$ cat src/design/radio_noise_degrader_assert.svh
// assertion helpers used by the degrader design file
`ifndef RADIO_NOISE_DEGRADER_ASSERT_SVH
`define RADIO_NOISE_DEGRADER_ASSERT_SVH

// condition that holds at every clock edge out of reset
`define RND_ASSERT_ALWAYS(lbl, cond, msg) \
	lbl: assert property (@(posedge clk) disable iff (!arst_n) (cond)) else $error(msg);

// same-cycle implication
`define RND_ASSERT_IMPL(lbl, ante, cons, msg) \
	lbl: assert property (@(posedge clk) disable iff (!arst_n) (ante) |-> (cons)) \
		else $error(msg);

`endif

$ cat src/design/rnd_div.sv
// restoring divider, one quotient bit per cycle
module rnd_div #(
	parameter int EW = 40,
	parameter int FW = 10
) (
	input  logic          clk,
	input  logic          arst_n,
	input  logic          start,
	input  logic [EW-1:0] dividend,
	input  logic [FW-1:0] divisor,
	output logic          done,
	output logic [EW-1:0] quotient
);

	localparam int CW = $clog2(EW + 1);

	logic [CW-1:0] cnt_q;
	logic          done_q;
	logic [FW-1:0] rem_q;
	logic [EW-1:0] quo_q;
	logic [FW:0]   rem_sh;
	logic [FW:0]   rem_sub;
	logic          bit_ok;

	// trial subtract
	always_comb begin
		rem_sh  = {rem_q, quo_q[EW-1]};
		rem_sub = rem_sh - {1'b0, divisor};
		bit_ok  = rem_sh >= {1'b0, divisor};
	end

	// iteration control
	always_ff @(posedge clk or negedge arst_n) begin
		if (!arst_n) begin
			cnt_q  <= '0;
			done_q <= 1'b0;
		end else if (start) begin
			cnt_q  <= CW'(EW);
			done_q <= 1'b0;
		end else if (cnt_q != '0) begin
			cnt_q  <= cnt_q - CW'(1);
			done_q <= cnt_q == CW'(1);
		end else begin
			done_q <= 1'b0;
		end
	end

	// datapath
	always_ff @(posedge clk) begin
		if (start) begin
			quo_q <= dividend;
			rem_q <= '0;
		end else if (cnt_q != '0) begin
			quo_q <= {quo_q[EW-2:0], bit_ok};
			rem_q <= bit_ok ? rem_sub[FW-1:0] : rem_sh[FW-1:0];
		end
	end

	assign done     = done_q;
	assign quotient = quo_q;

endmodule

$ cat config.mk
export PLATFORM = sky130hd
export DESIGN_NAME = rnd_div
export DESIGN_NICKNAME = d
export VERILOG_FILES = /design/src/design/radio_noise_degrader_assert.svh /design/src/design/rnd_div.sv
export SDC_FILE = /design/constraint.sdc
export NUM_CORES = 1
export LEC_CHECK = 0
export ABC_CLOCK_PERIOD_IN_PS = 3400
export BUFFER_PORTS_ARGS = -buffer_cell sky130_fd_sc_hd__buf_4
export CORE_MARGIN = 4
export CORE_UTILIZATION = 35
export DETAILED_ROUTE_END_ITERATION = 10
export GPL_ROUTABILITY_DRIVEN = 0
export PLACE_DENSITY = 0.66
export SETUP_SLACK_MARGIN = 0.05
export SLEW_MARGIN = 20
export SYNTH_ARGS = -nofsm -noshare
export SYNTH_HDL_FRONTEND = slang
export SYNTH_SLANG_ARGS = --single-unit
export TNS_END_PERCENT = 5
$ cat constraint.sdc
create_clock -name clk -period 3.4 [get_ports clk]
set_input_delay 0.17 -clock clk [delete_from_list [all_inputs] [get_ports clk]]
set_output_delay 0.17 -clock clk [all_outputs]
set_load 0.005 [all_outputs]
==> results summary, run 1 <==
The run finished with clean final reports. The kind of end point of the critical path is a register. The worst setup path is of the register to register kind. The relative contribution of sequential cells to total power came out at 0.499.

The number of cells on the critical path came out at 7. The standard-cell row count came out at 33. The clock arrives with 2.71 ps of skew. The count of buffers added on input and output ports is 93. The buffer levels on the longest clock path is 2. The gate count after technology mapping is 243. The area growth from synthesis to layout is 32.0%.

The vertical die dimension is 101 um. The clock root buffer is sky130_fd_sc_hd__clkbuf_8. At the end of the flow, the number of nets in the layout was 406. The largest individual stage delay along the critical path comes from the cell sky130_fd_sc_hd__ha_1.

The type of the most critical hold path is input port to register. The fraction of registers with async set or reset after synthesis is 0.123. The total setup buffers inserted after CTS came out at 0. Yosys attributes the largest share of cell area to sky130_fd_sc_hd__edfxtp_1 (40%), sky130_fd_sc_hd__mux2_2 (15%), sky130_fd_sc_hd__dfxtp_1 (6.6%). The number of max-capacitance violations reported is 0. The fraction of the cycle the final worst path needs came out at 0.693. The total setup violations reported at the end of the flow is 0.

The number of hold buffers added after CTS came out at 1. Walking the worst path, the cells encountered are ha_1 -> nand3_1 -> and3_1 -> and2_4 -> a22oi_4 -> mux2_2 -> a211oi_1. Clock tree synthesis inserted a total of 9 buffers.

The count of inserted antenna diode cells came out at 0. In this run the count of I/O pins placed on the die edge is 94. In the layout the commonest cells are sky130_fd_sc_hd__buf_4 (96), sky130_fd_sc_hd__mux2_2 (41), sky130_fd_sc_hd__edfxtp_1 (40). The aggregate global-route resource usage is 0.143. The worst setup slack for register-to-register paths is 1050 ps. The share of synthesized area in the top cell type comes to 0.397. For this design, the sink count on the clock tree is 57. The number of violations reported at the end of detailed-routing iteration 0 is 115. The clock period minus worst slack is 2350 ps. The switching power total came out at 0.464 mW. The number of global-route vias before repair came to 2296.

The length of the first detailed-routing pass in iterations came out at 4. The unique cell type count in the Yosys netlist came out at 51. TritonCTS built the clock tree. Counting flops with a built-in enable in the synthesized netlist gives 40. For this design the static power due to leakage is 1.70 nW. The arrival time of the worst setup path came out at 2600 ps. The highest attainable clock frequency is 425 MHz. The total number of yosys warnings came out at 0.

The most frequent standard cell in the layout excluding fill and tap cells is sky130_fd_sc_hd__buf_4. The final max-slew violation count is 0. The initial antenna violation count is 0.

The clock latency on the worst-skew pair is 330 ps. Detailed placement ended at an HPWL of 5140 um. Grouping stages by cell kind, the critical path spends the most delay in compound AO/OA/AOI/OAI gates. The number of levels the H-tree was split into came out at 3.

The via count of the routed design came out at 2221. The power density over the cells came out at 440 mW/mm2. The worst stage delay on the critical path is 390 ps. Of the synthesized area, sequential elements account for 0.522. The path depth of the worst reg2reg path came out at 7. The area enclosed by the die boundary is 0.0102 mm2. Dividing the synthesized area by the synthesized cell count gives 12.4 um2. The placeable core region came out at 0.00830 mm2. Among all flip-flop cells after synthesis, the most frequent one is sky130_fd_sc_hd__edfxtp_1. At the worst endpoint, the required time is 3640 ps. The number of instances in the placed design came out at 433. The fraction of layout cells with a size suffix above 1 is 0.456. The maximum number of pins on one net before global-route repair came out at 41. The number of stages on the worst hold path came out at 2. After routing, the total negative slack on setup checks comes to 0 ps. The number of standard cells in the final layout excluding fillers came out at 449. The combinational share of power came out at 0.206. After detailed routing, the average wire length per cell comes to 15.8 um. The final hold violation count came out at 0. The overall routed net length came out at 7090 um. The quantity of gates resized following cts is 0. The worst-case IR drop observed on VDD is 0.232 mV. The critical-path maximum fanout came out at 12. Of the total power, the share spent switching nets is 0.265. The x dimension of the die came out at 101 um. Internal power comes to 1.29 mW.

The count of unresolved DRC violations after routing came out at 0. The sum of buffers and inverters on the critical path is 0. Once detail routing completed, the nets flagged for antenna violations numbered 0. After clock tree synthesis, the clock-pin slew on the worst setup and hold paths is 60 ps. For this configuration, the core starts out at a cell density of 0.364.

The largest area contributor in the synthesized netlist is sky130_fd_sc_hd__edfxtp_1. The final global-route overflow total came out at 0. The transition time at the pin with the least slew margin came out at 638 ps. When the netlist entered floorplanning its net count stood at 309.

The total standard cell area after synthesis came out at 0.00302 mm2. The first global-routing pass estimated 11300 um of wire. Setup repair after global routing left no endpoint under its margin. The via density per instance is 4.95. The relative slew slack is 0.575. STA classifies the critical path startpoint as a register.

Synthesis inferred 57 register bits. Of the total power, the clock network draws 0.296.
==> state kept, by name (all words and copies together), names as in the netlist <==
name	count
done	1
rem_q	10
quotient	40
cnt_q	6
==> metrics by stage <==
stage / hold WS [ps] / power (mW) / setup WS (ps) / instance area (um2) / util
6_report: 140 / 1.75 / 1050 / 3990 / 0.481
5_1_grt: 117 / 1.86 / 810 / 3990 / 0.481
4_1_cts: 112 / 1.78 / 1020 / 3990 / 0.481
3_5_place_dp: -12.2 / 1.25 / 1040 / 3830 / 0.461
3_3_place_gp: -11.4 / 1.24 / 1150 / 3830 / 0.461
2_1_floorplan: -126 / 1.07 / 718 / 3020 / -
==> cell type report <==
| cell class | count | area (um2) |
|---|---|---|
| multi-input cells | 162 | 1350 |
| clock inverters | 5 | 23.8 |
| repair buffers | 97 | 731 |
| clock buffers | 10 | 128 |
| fillers | 779 | 4310 |
| flip-flops and latches | 57 | 1580 |
| well taps | 105 | 131 |
| inverters | 13 | 48.8 |
==> synth_stat cells (6+ instances only) <==
library cell,n
sky130_fd_sc_hd__mux2i_1,6
sky130_fd_sc_hd__dfrtp_1,7
sky130_fd_sc_hd__clkbuf_1,7
sky130_fd_sc_hd__nor2_1,16
sky130_fd_sc_hd__a211oi_1,6
sky130_fd_sc_hd__xnor2_1,6
sky130_fd_sc_hd__ha_1,12
sky130_fd_sc_hd__mux2_2,41
sky130_fd_sc_hd__o21ai_0,6
sky130_fd_sc_hd__edfxtp_1,40
sky130_fd_sc_hd__nand2_1,7
sky130_fd_sc_hd__dfxtp_1,10
sky130_fd_sc_hd__a21oi_1,6
sky130_fd_sc_hd__inv_1,13
==> per-layer routing <==
layer	GRT usage	share of wire	up-vias
li1	-	-	1107
met1	0.181	0.42	1056
met2	0.230	0.52	53
met3	0.0450	0.054	5
met4	0.0491	0.010	0
met5	0	0	-
==> path summary, 6_finish.rpt <==
kind,start,end
min in group asynchronous,arst_n,cnt_q[4]$_DFFE_PN0P_
max,rem_q[7]$_SDFFE_PP0P_,rem_q[0]$_SDFFE_PP0P_
min,dividend[11],quotient[11]$_DFFE_PP_
min reg2reg,rem_q[4]$_SDFFE_PP0P_,rem_q[4]$_SDFFE_PP0P_
max reg2reg,rem_q[7]$_SDFFE_PP0P_,rem_q[0]$_SDFFE_PP0P_
max in group asynchronous,arst_n,cnt_q[2]$_DFFE_PN0P_
==> kinds of logic (layout without fill, tap and decap cells) <==
kind of cell,after synthesis,in the layout,share of synthesized area
adder cells (fa/ha/maj),13,13,0.0563
AND/OR/NAND/NOR,60,60,0.113
multiplexers,47,47,0.173
buffers and inverters,24,125,0.0327
flip-flops,57,57,0.522
XOR/XNOR,7,7,0.0203
AO/OA/AOI/OAI,35,35,0.0840
==> power groups by stage <==
stage          sequential [mW]  combinational (mW)  clock [mW]
2_1_floorplan            0.881               0.192           0
3_3_place_gp             0.886               0.354           0
3_5_place_dp             0.888               0.362           0
4_1_cts                  0.875               0.364       0.541
5_1_grt                  0.885               0.398       0.574
6_report                 0.874               0.360       0.519
Note: power is estimated with default switching activity, not from simulation.
==> run 2: changes to the inputs <==
--- a/config.mk
+++ b/config.mk
@@ -5,13 +5,13 @@
 export SDC_FILE = /design/constraint.sdc
 export NUM_CORES = 1
 export LEC_CHECK = 0
-export ABC_CLOCK_PERIOD_IN_PS = 3400
+export ABC_CLOCK_PERIOD_IN_PS = 2060
 export BUFFER_PORTS_ARGS = -buffer_cell sky130_fd_sc_hd__buf_4
 export CORE_MARGIN = 4
 export CORE_UTILIZATION = 35
 export DETAILED_ROUTE_END_ITERATION = 10
 export GPL_ROUTABILITY_DRIVEN = 0
-export PLACE_DENSITY = 0.66
+export PLACE_DENSITY = 0.68
 export SETUP_SLACK_MARGIN = 0.05
 export SLEW_MARGIN = 20
 export SYNTH_ARGS = -nofsm -noshare
==> constraint.sdc (replaced) <==
create_clock -name clk -period 2.06 [get_ports clk]
set_input_delay 0.103 -clock clk [delete_from_list [all_inputs] [get_ports clk]]
set_output_delay 0.103 -clock clk [all_outputs]
set_load 0.005 [all_outputs]
==> results summary, run 2 (synthesis gave the netlist of run 1 again) <==
Relative to the synthesized area, the layout overhead comes to 42.3%. The kind of end point of the critical path is a register. The total power is 3.23 mW.

The worst setup slack for register-to-register paths came out at 40 ps. The clock tree from TritonCTS is done. The endpoint of the lowest-slack register-to-register path is rem_q[6]$_SDFFE_PP0P_.

The buffer levels on the longest clock path came out at 2. The length of the first detailed-routing pass in iterations came out at 4. The flip-flop count of the largest register, all copies and words added came out at 40.

The remaining antenna violation count after routing came out at 0. The maximum number of pins on one net before global-route repair is 33. The post-placement cell area is 0.00398 mm2.

The initial antenna violation count came out at 0. The via density per instance is 4.99. The number of violations reported at the end of detailed-routing iteration 0 is 57. The final standard cell utilization of the core is 0.518. The first-pass GRT wire length came out at 11400 um. The highest attainable clock frequency came out at 495 MHz. The final net count is 423.

Max-cap violations in this run came to 0. The number of stages on the worst hold path is 2. The fraction of layout cells with a size suffix above 1 came out at 0.530. The critical path goes through inv_1 -> ha_2 -> fa_2 -> nor2b_2 -> o31a_1 -> o21a_1 -> or3_1 -> nand3_1 -> a311oi_1. The final hold violation count came to 0.

The critical-path maximum fanout came out at 3. In this run the clock root is driven by a sky130_fd_sc_hd__clkbuf_8. 94 I/O pins were placed. The area enclosed by the die boundary is 0.0102 mm2. The final instance area is 0.00430 mm2. The largest individual stage delay along the critical path comes from the cell sky130_fd_sc_hd__edfxtp_1. The worst stage delay on the critical path came out at 380 ps. The HPWL after detailed placement is 5340 um. The vertical die dimension is 101 um. The standard-cell row count is 33.

The type of the worst setup path is register to register. The startpoint identified for the worst register-to-register timing path is quotient[39]$_DFFE_PP_. For this run, the total global-route usage over all layers was measured as 0.143. The x dimension of the die is 101 um. The via count of the routed design came out at 2328.

The path with the worst hold slack has its endpoint at quotient[6]$_DFFE_PP_. Including well taps, the total number of placed cells is 448. The post-layout worst setup margin came out at 38.8 ps. The clock period minus worst slack came out at 2020 ps. The source of the worst hold timing path is dividend[6]. The count of buffers added on input and output ports is 93. Setup violations remaining at the end of the flow were counted as 0. The total clock sinks came out at 57. TritonCTS created 9 clock buffers. The finished layout holds 467 standard cells, fillers aside. Clock-pin slew was measured on the worst setup and hold paths at 70 ps. Setup repair after global routing could not meet its margin everywhere. The flow ran to the end, and the final reports show no timing, DRC or antenna violations. Summed over all layers, the routed wires come to 7250 um. The arrival time of the worst setup path came out at 2220 ps.

The transition time at the pin with the least slew margin is 307 ps. The final routed wire length divided by cell count is 15.5 um. The post-route setup TNS came out at 0 ps.

Measured against its own limit, the worst slew margin works out to 0.795. The number of global-route vias before repair came out at 2393. The cell leakage power came out at 1.83 nW. In the layout the commonest cells are sky130_fd_sc_hd__buf_4 (110), sky130_fd_sc_hd__mux2_2 (41), sky130_fd_sc_hd__edfxtp_1 (40). The library cell used most frequently in the layout, excluding fill and tap cells, is sky130_fd_sc_hd__buf_4. The smallest hold slack came out at 79.9 ps. The clock latency on the worst-skew pair is 320 ps. For this configuration, the core starts out at a cell density of 0.364. The tightest min-delay check is of the input port to register type. The count of inserted antenna diode cells came out at 0. The worst setup path is launched from a register. The final global-route overflow total came out at 0. The worst-case clock skew came out at 6.19 ps. The fraction of the cycle the final worst path needs came out at 0.981. The path depth of the worst reg2reg path came out at 9.

The data required time of the worst path is 2260 ps. The number of levels the H-tree was split into came out at 3. The placeable core region is 0.00830 mm2. Timing analysis after detailed placement gives a worst setup slack of -16.1 ps. In the routed design, unresolved DRC markers number 0.

The final max-slew violation count is 0. The power density over the cells came out at 750 mW/mm2. The worst-case vdd ir drop is 0.432 mV.
-- run 2: changes by cell type in the layout (fill, tap and decap cells not counted), moves of 2 or more --
cell / before / now
sky130_fd_sc_hd__ha_1: 12 / 5
sky130_fd_sc_hd__ha_2: 0 / 3
sky130_fd_sc_hd__ha_4: 0 / 4
sky130_fd_sc_hd__dfxtp_1: 10 / 8
sky130_fd_sc_hd__dfxtp_2: 0 / 2
sky130_fd_sc_hd__buf_12: 0 / 2
sky130_fd_sc_hd__bufinv_16: 0 / 2
sky130_fd_sc_hd__buf_4: 96 / 110
-- run 2: critical path, delay by kind of cell, from the launching register on --
| kind | cells | cell delay, ps |
|---|---|---|
| AOI/OAI and AO/OA | 3 | 590 |
| adders and majority gates | 2 | 400 |
| buffers and inverters | 1 | 80 |
| DFF | 1 | 380 |
| and+or+nand+nor | 3 | 440 |
-- run 2: per-layer routing --
metal	global-route usage	routed length [um]	up-vias
li1	-	-	1131
met1	0.172	2970	1129
met2	0.241	3840	60
met3	0.0464	324	8
met4	0.0460	118	0
met5	0	0	-
-- run 2: worst max path at each step --
| stage | slack (ps) | cells after the start | to | from |
|---|---|---|---|---|
| finish | 40 | 9 | rem_q[6]$_SDFFE_PP0P_ | quotient[39]$_DFFE_PP_ |
| detailed placement | -20 | 8 | rem_q[8]$_SDFFE_PP0P_ | quotient[39]$_DFFE_PP_ |
| global route | -80 | 9 | rem_q[6]$_SDFFE_PP0P_ | quotient[39]$_DFFE_PP_ |
| global placement | 50 | 7 | quotient[0]$_DFFE_PP_ | rem_q[8]$_SDFFE_PP0P_ |
| floorplan | 110 | 7 | rem_q[0]$_SDFFE_PP0P_ | rem_q[4]$_SDFFE_PP0P_ |
| CTS | -10 | 9 | rem_q[6]$_SDFFE_PP0P_ | quotient[39]$_DFFE_PP_ |
-- run 2: report_power, final --
group          total (mW)  internal, mW  switching [mW]  leakage (nW)
registers            1.45          1.36          0.0846         0.593
logic               0.657         0.397           0.260          1.14
clock network        1.12         0.673           0.451        0.0976
-- run 2: area by class of cell --
type / count / area [um2]
Fill cell: 746 / 4000
Sequential cell: 57 / 1580
Multi-Input combinational cell: 162 / 1450
Timing Repair Buffer: 114 / 887
Tap cell: 105 / 131
Clock buffer: 10 / 128
Clock inverter: 6 / 82.6
Inverter: 13 / 48.8
-- run 2: timing repair --
item                                   in CTS  in global routing
endpoints found under the hold margin       7                  0
setup buffers                               1                  1
setup endpoints to repair                   8                 12
resized for setup                           5                 13
pin swaps                                   1                  5
hold buffers                                1                  0
==> run 3: changes to the inputs <==
--- a/config.mk
+++ b/config.mk
@@ -12,7 +12,7 @@
 export DETAILED_ROUTE_END_ITERATION = 10
 export GPL_ROUTABILITY_DRIVEN = 0
 export PLACE_DENSITY = 0.68
-export SETUP_SLACK_MARGIN = 0.05
+export SETUP_SLACK_MARGIN = 0.4
 export SLEW_MARGIN = 20
 export SYNTH_ARGS = -nofsm -noshare
 export SYNTH_HDL_FRONTEND = slang
==> results summary, run 3 (synthesis gave the netlist of run 1 again) <==
The type of the most critical hold path is input port to register. The I/O pin count is 94. The signal on the critical path passes through inv_2 -> ha_4 -> fa_2 -> nor2b_2 -> o31a_1 -> o21a_1 -> or3_4 -> nand3_2 -> a311oi_1. The initial antenna violation count came to 0. The first-pass GRT wire length is 11100 um. The net count of the finished layout is 423.

The number of violations reported at the end of detailed-routing iteration 0 came out at 84. Entering global routing, the biggest net connects 41 pins. The remaining antenna violation count after routing came out at 0. The tightest hold path in the finished design has a slack of 70.9 ps. The vertical die dimension came out at 101 um. The count of inserted antenna diode cells came out at 0. The worst stage delay on the critical path came out at 400 ps. In this run, CTS created clock tree buffers numbering 9. The kind of cell with the highest combined delay along the critical path is compound AO/OA/AOI/OAI gates. The standard-cell row count is 33.

The number of levels the H-tree was split into is 3. The post-placement cell area is 0.00400 mm2. The cell leakage power came out at 1.85 nW. The placeable core region is 0.00830 mm2. For this design, the slowest cell found on the critical path is sky130_fd_sc_hd__edfxtp_1. The HPWL after detailed placement is 5220 um. The fraction of layout cells with a size suffix above 1 came out at 0.569. The initial standard-cell utilization of the core is 0.364. Across the run, the number of max-cap violations was 0.

The flow ran to the end, and the final reports show no timing, DRC or antenna violations. The number of placed instances, taps included, is 444. The final instance area came out at 0.00443 mm2.

The sum of buffers and inverters on the critical path came out at 1. The tree is rooted in a sky130_fd_sc_hd__clkbuf_8. The final routed wire length divided by cell count is 15.7 um. The most frequent standard cell in the layout excluding fill and tap cells is sky130_fd_sc_hd__buf_4. The worst register-to-register path has a setup slack of 60 ps. For this block, the via count after detailed routing is 2345. The via density per instance came out at 5.02.

The routed design could run at a clock period as short as 2000 ps. The overall routed net length came out at 7340 um. The x dimension of the die came out at 101 um. The count of unresolved DRC violations after routing is 0. The final global-route overflow total is 0. STA classifies the critical path endpoint as a register. Adding up every negative setup slack in the final design gives 0 ps. The clock tree from TritonCTS is done. The worst-case vdd ir drop is 0.495 mV. The area enclosed by the die boundary is 0.0102 mm2. The area growth from synthesis to layout came out at 46.4%. Measured against its own limit, the worst slew margin works out to 0.628. Along the worst path, the maximum fanout reaches 3. Setup repair after global routing could not meet its margin everywhere. The flip-flop count of the largest register, all copies and words added is 40. The post-CTS clock slew at the launch and capture registers of the worst setup and hold paths came out at 70 ps. The highest attainable clock frequency came out at 500 MHz. The total clock sinks came out at 57.

The clock latency on the worst-skew pair is 330 ps. The launch point of the worst path is quotient[39]$_DFFE_PP_. The fraction of the cycle the final worst path needs is 0.971. The start of the worst register-to-register path is quotient[39]$_DFFE_PP_. The finished layout holds 467 standard cells, fillers aside. The number of global-route vias before repair is 2299. The aggregate global-route resource usage came out at 0.140. For the worst setup path, the data arrival time is 2200 ps.

The final max-slew violation count came out at 0. The buffer levels on the longest clock path came out at 2. The total setup violations reported at the end of the flow is 0. The worst setup path is launched from a register. The source of the worst hold timing path is dividend[24].

For the final database, setup skew stands at 5.35 ps. In the layout the commonest cells are sky130_fd_sc_hd__buf_4 (111), sky130_fd_sc_hd__mux2_2 (40), sky130_fd_sc_hd__edfxtp_1 (40). The final hold violation count came out at 0. During placement, the flow inserted port buffers numbering 93. The power density over the cells came out at 772 mW/mm2. The total power is 3.42 mW. Data on the critical path is required at its endpoint by 2260 ps.

The critical path is of the register to register type. For the pin with the worst max-slew slack, the measured transition is 558 ps. The length of the first detailed-routing pass in iterations came out at 4.
run 3: changes by cell type in the layout (fill, tap and decap cells not counted), sizes merged:
cell | before | now
bufinv | 2 | 3
clkinv | 2 | 3
clkinvlp | 2 | 0
run 3: where the power goes:
group	leakage (nW)	internal (mW)	switching (mW)
Clock	0.116	0.798	0.466
Sequential	0.595	1.36	0.0896
Combinational	1.14	0.428	0.273
run 3: what timing repair did:
| action | CTS | global route |
|---|---|---|
| setup buffers | 2 | 4 |
| resized for setup | 11 | 21 |
| hold endpoints to repair | 7 | 0 |
| pin swaps | 8 | 14 |
| endpoints found under the setup margin | 52 | 53 |
| hold buffers | 1 | 0 |
run 3: metal layers:
layer | up-vias | wire [um] | global-route usage
met5 | - | 0 | 0
met4 | 0 | 167 | 0.0440
met3 | 17 | 580 | 0.0651
met2 | 71 | 3530 | 0.225
met1 | 1116 | 3060 | 0.168
li1 | 1141 | - | -
run 3: area by class of cell:
cell class | count | area (um2)
clock buffers | 10 | 128
clock inverters | 6 | 106
fillers | 737 | 3870
inverters | 13 | 48.8
multi-input cells | 162 | 1560
flip-flops and latches | 57 | 1590
well taps | 105 | 131
repair buffers | 114 | 866
run 3: worst paths after layout:
kind / end / depth (start not counted)
max in group asynchronous: cnt_q[1]$_DFFE_PN0P_ / 2
min: quotient[24]$_DFFE_PP_ / 2
min in group asynchronous: done$_DFF_PN0_ / 2
max reg2reg: rem_q[6]$_SDFFE_PP0P_ / 9
max: rem_q[6]$_SDFFE_PP0P_ / 9
min reg2reg: rem_q[4]$_SDFFE_PP0P_ / 2
run 3: through the flow:
stage	setup WS, ps	utilization
2_1_floorplan	135	-
3_3_place_gp	74.4	0.482
3_5_place_dp	19.2	0.482
4_1_cts	94.1	0.518
5_1_grt	-32.3	0.533
6_report	60.6	0.533
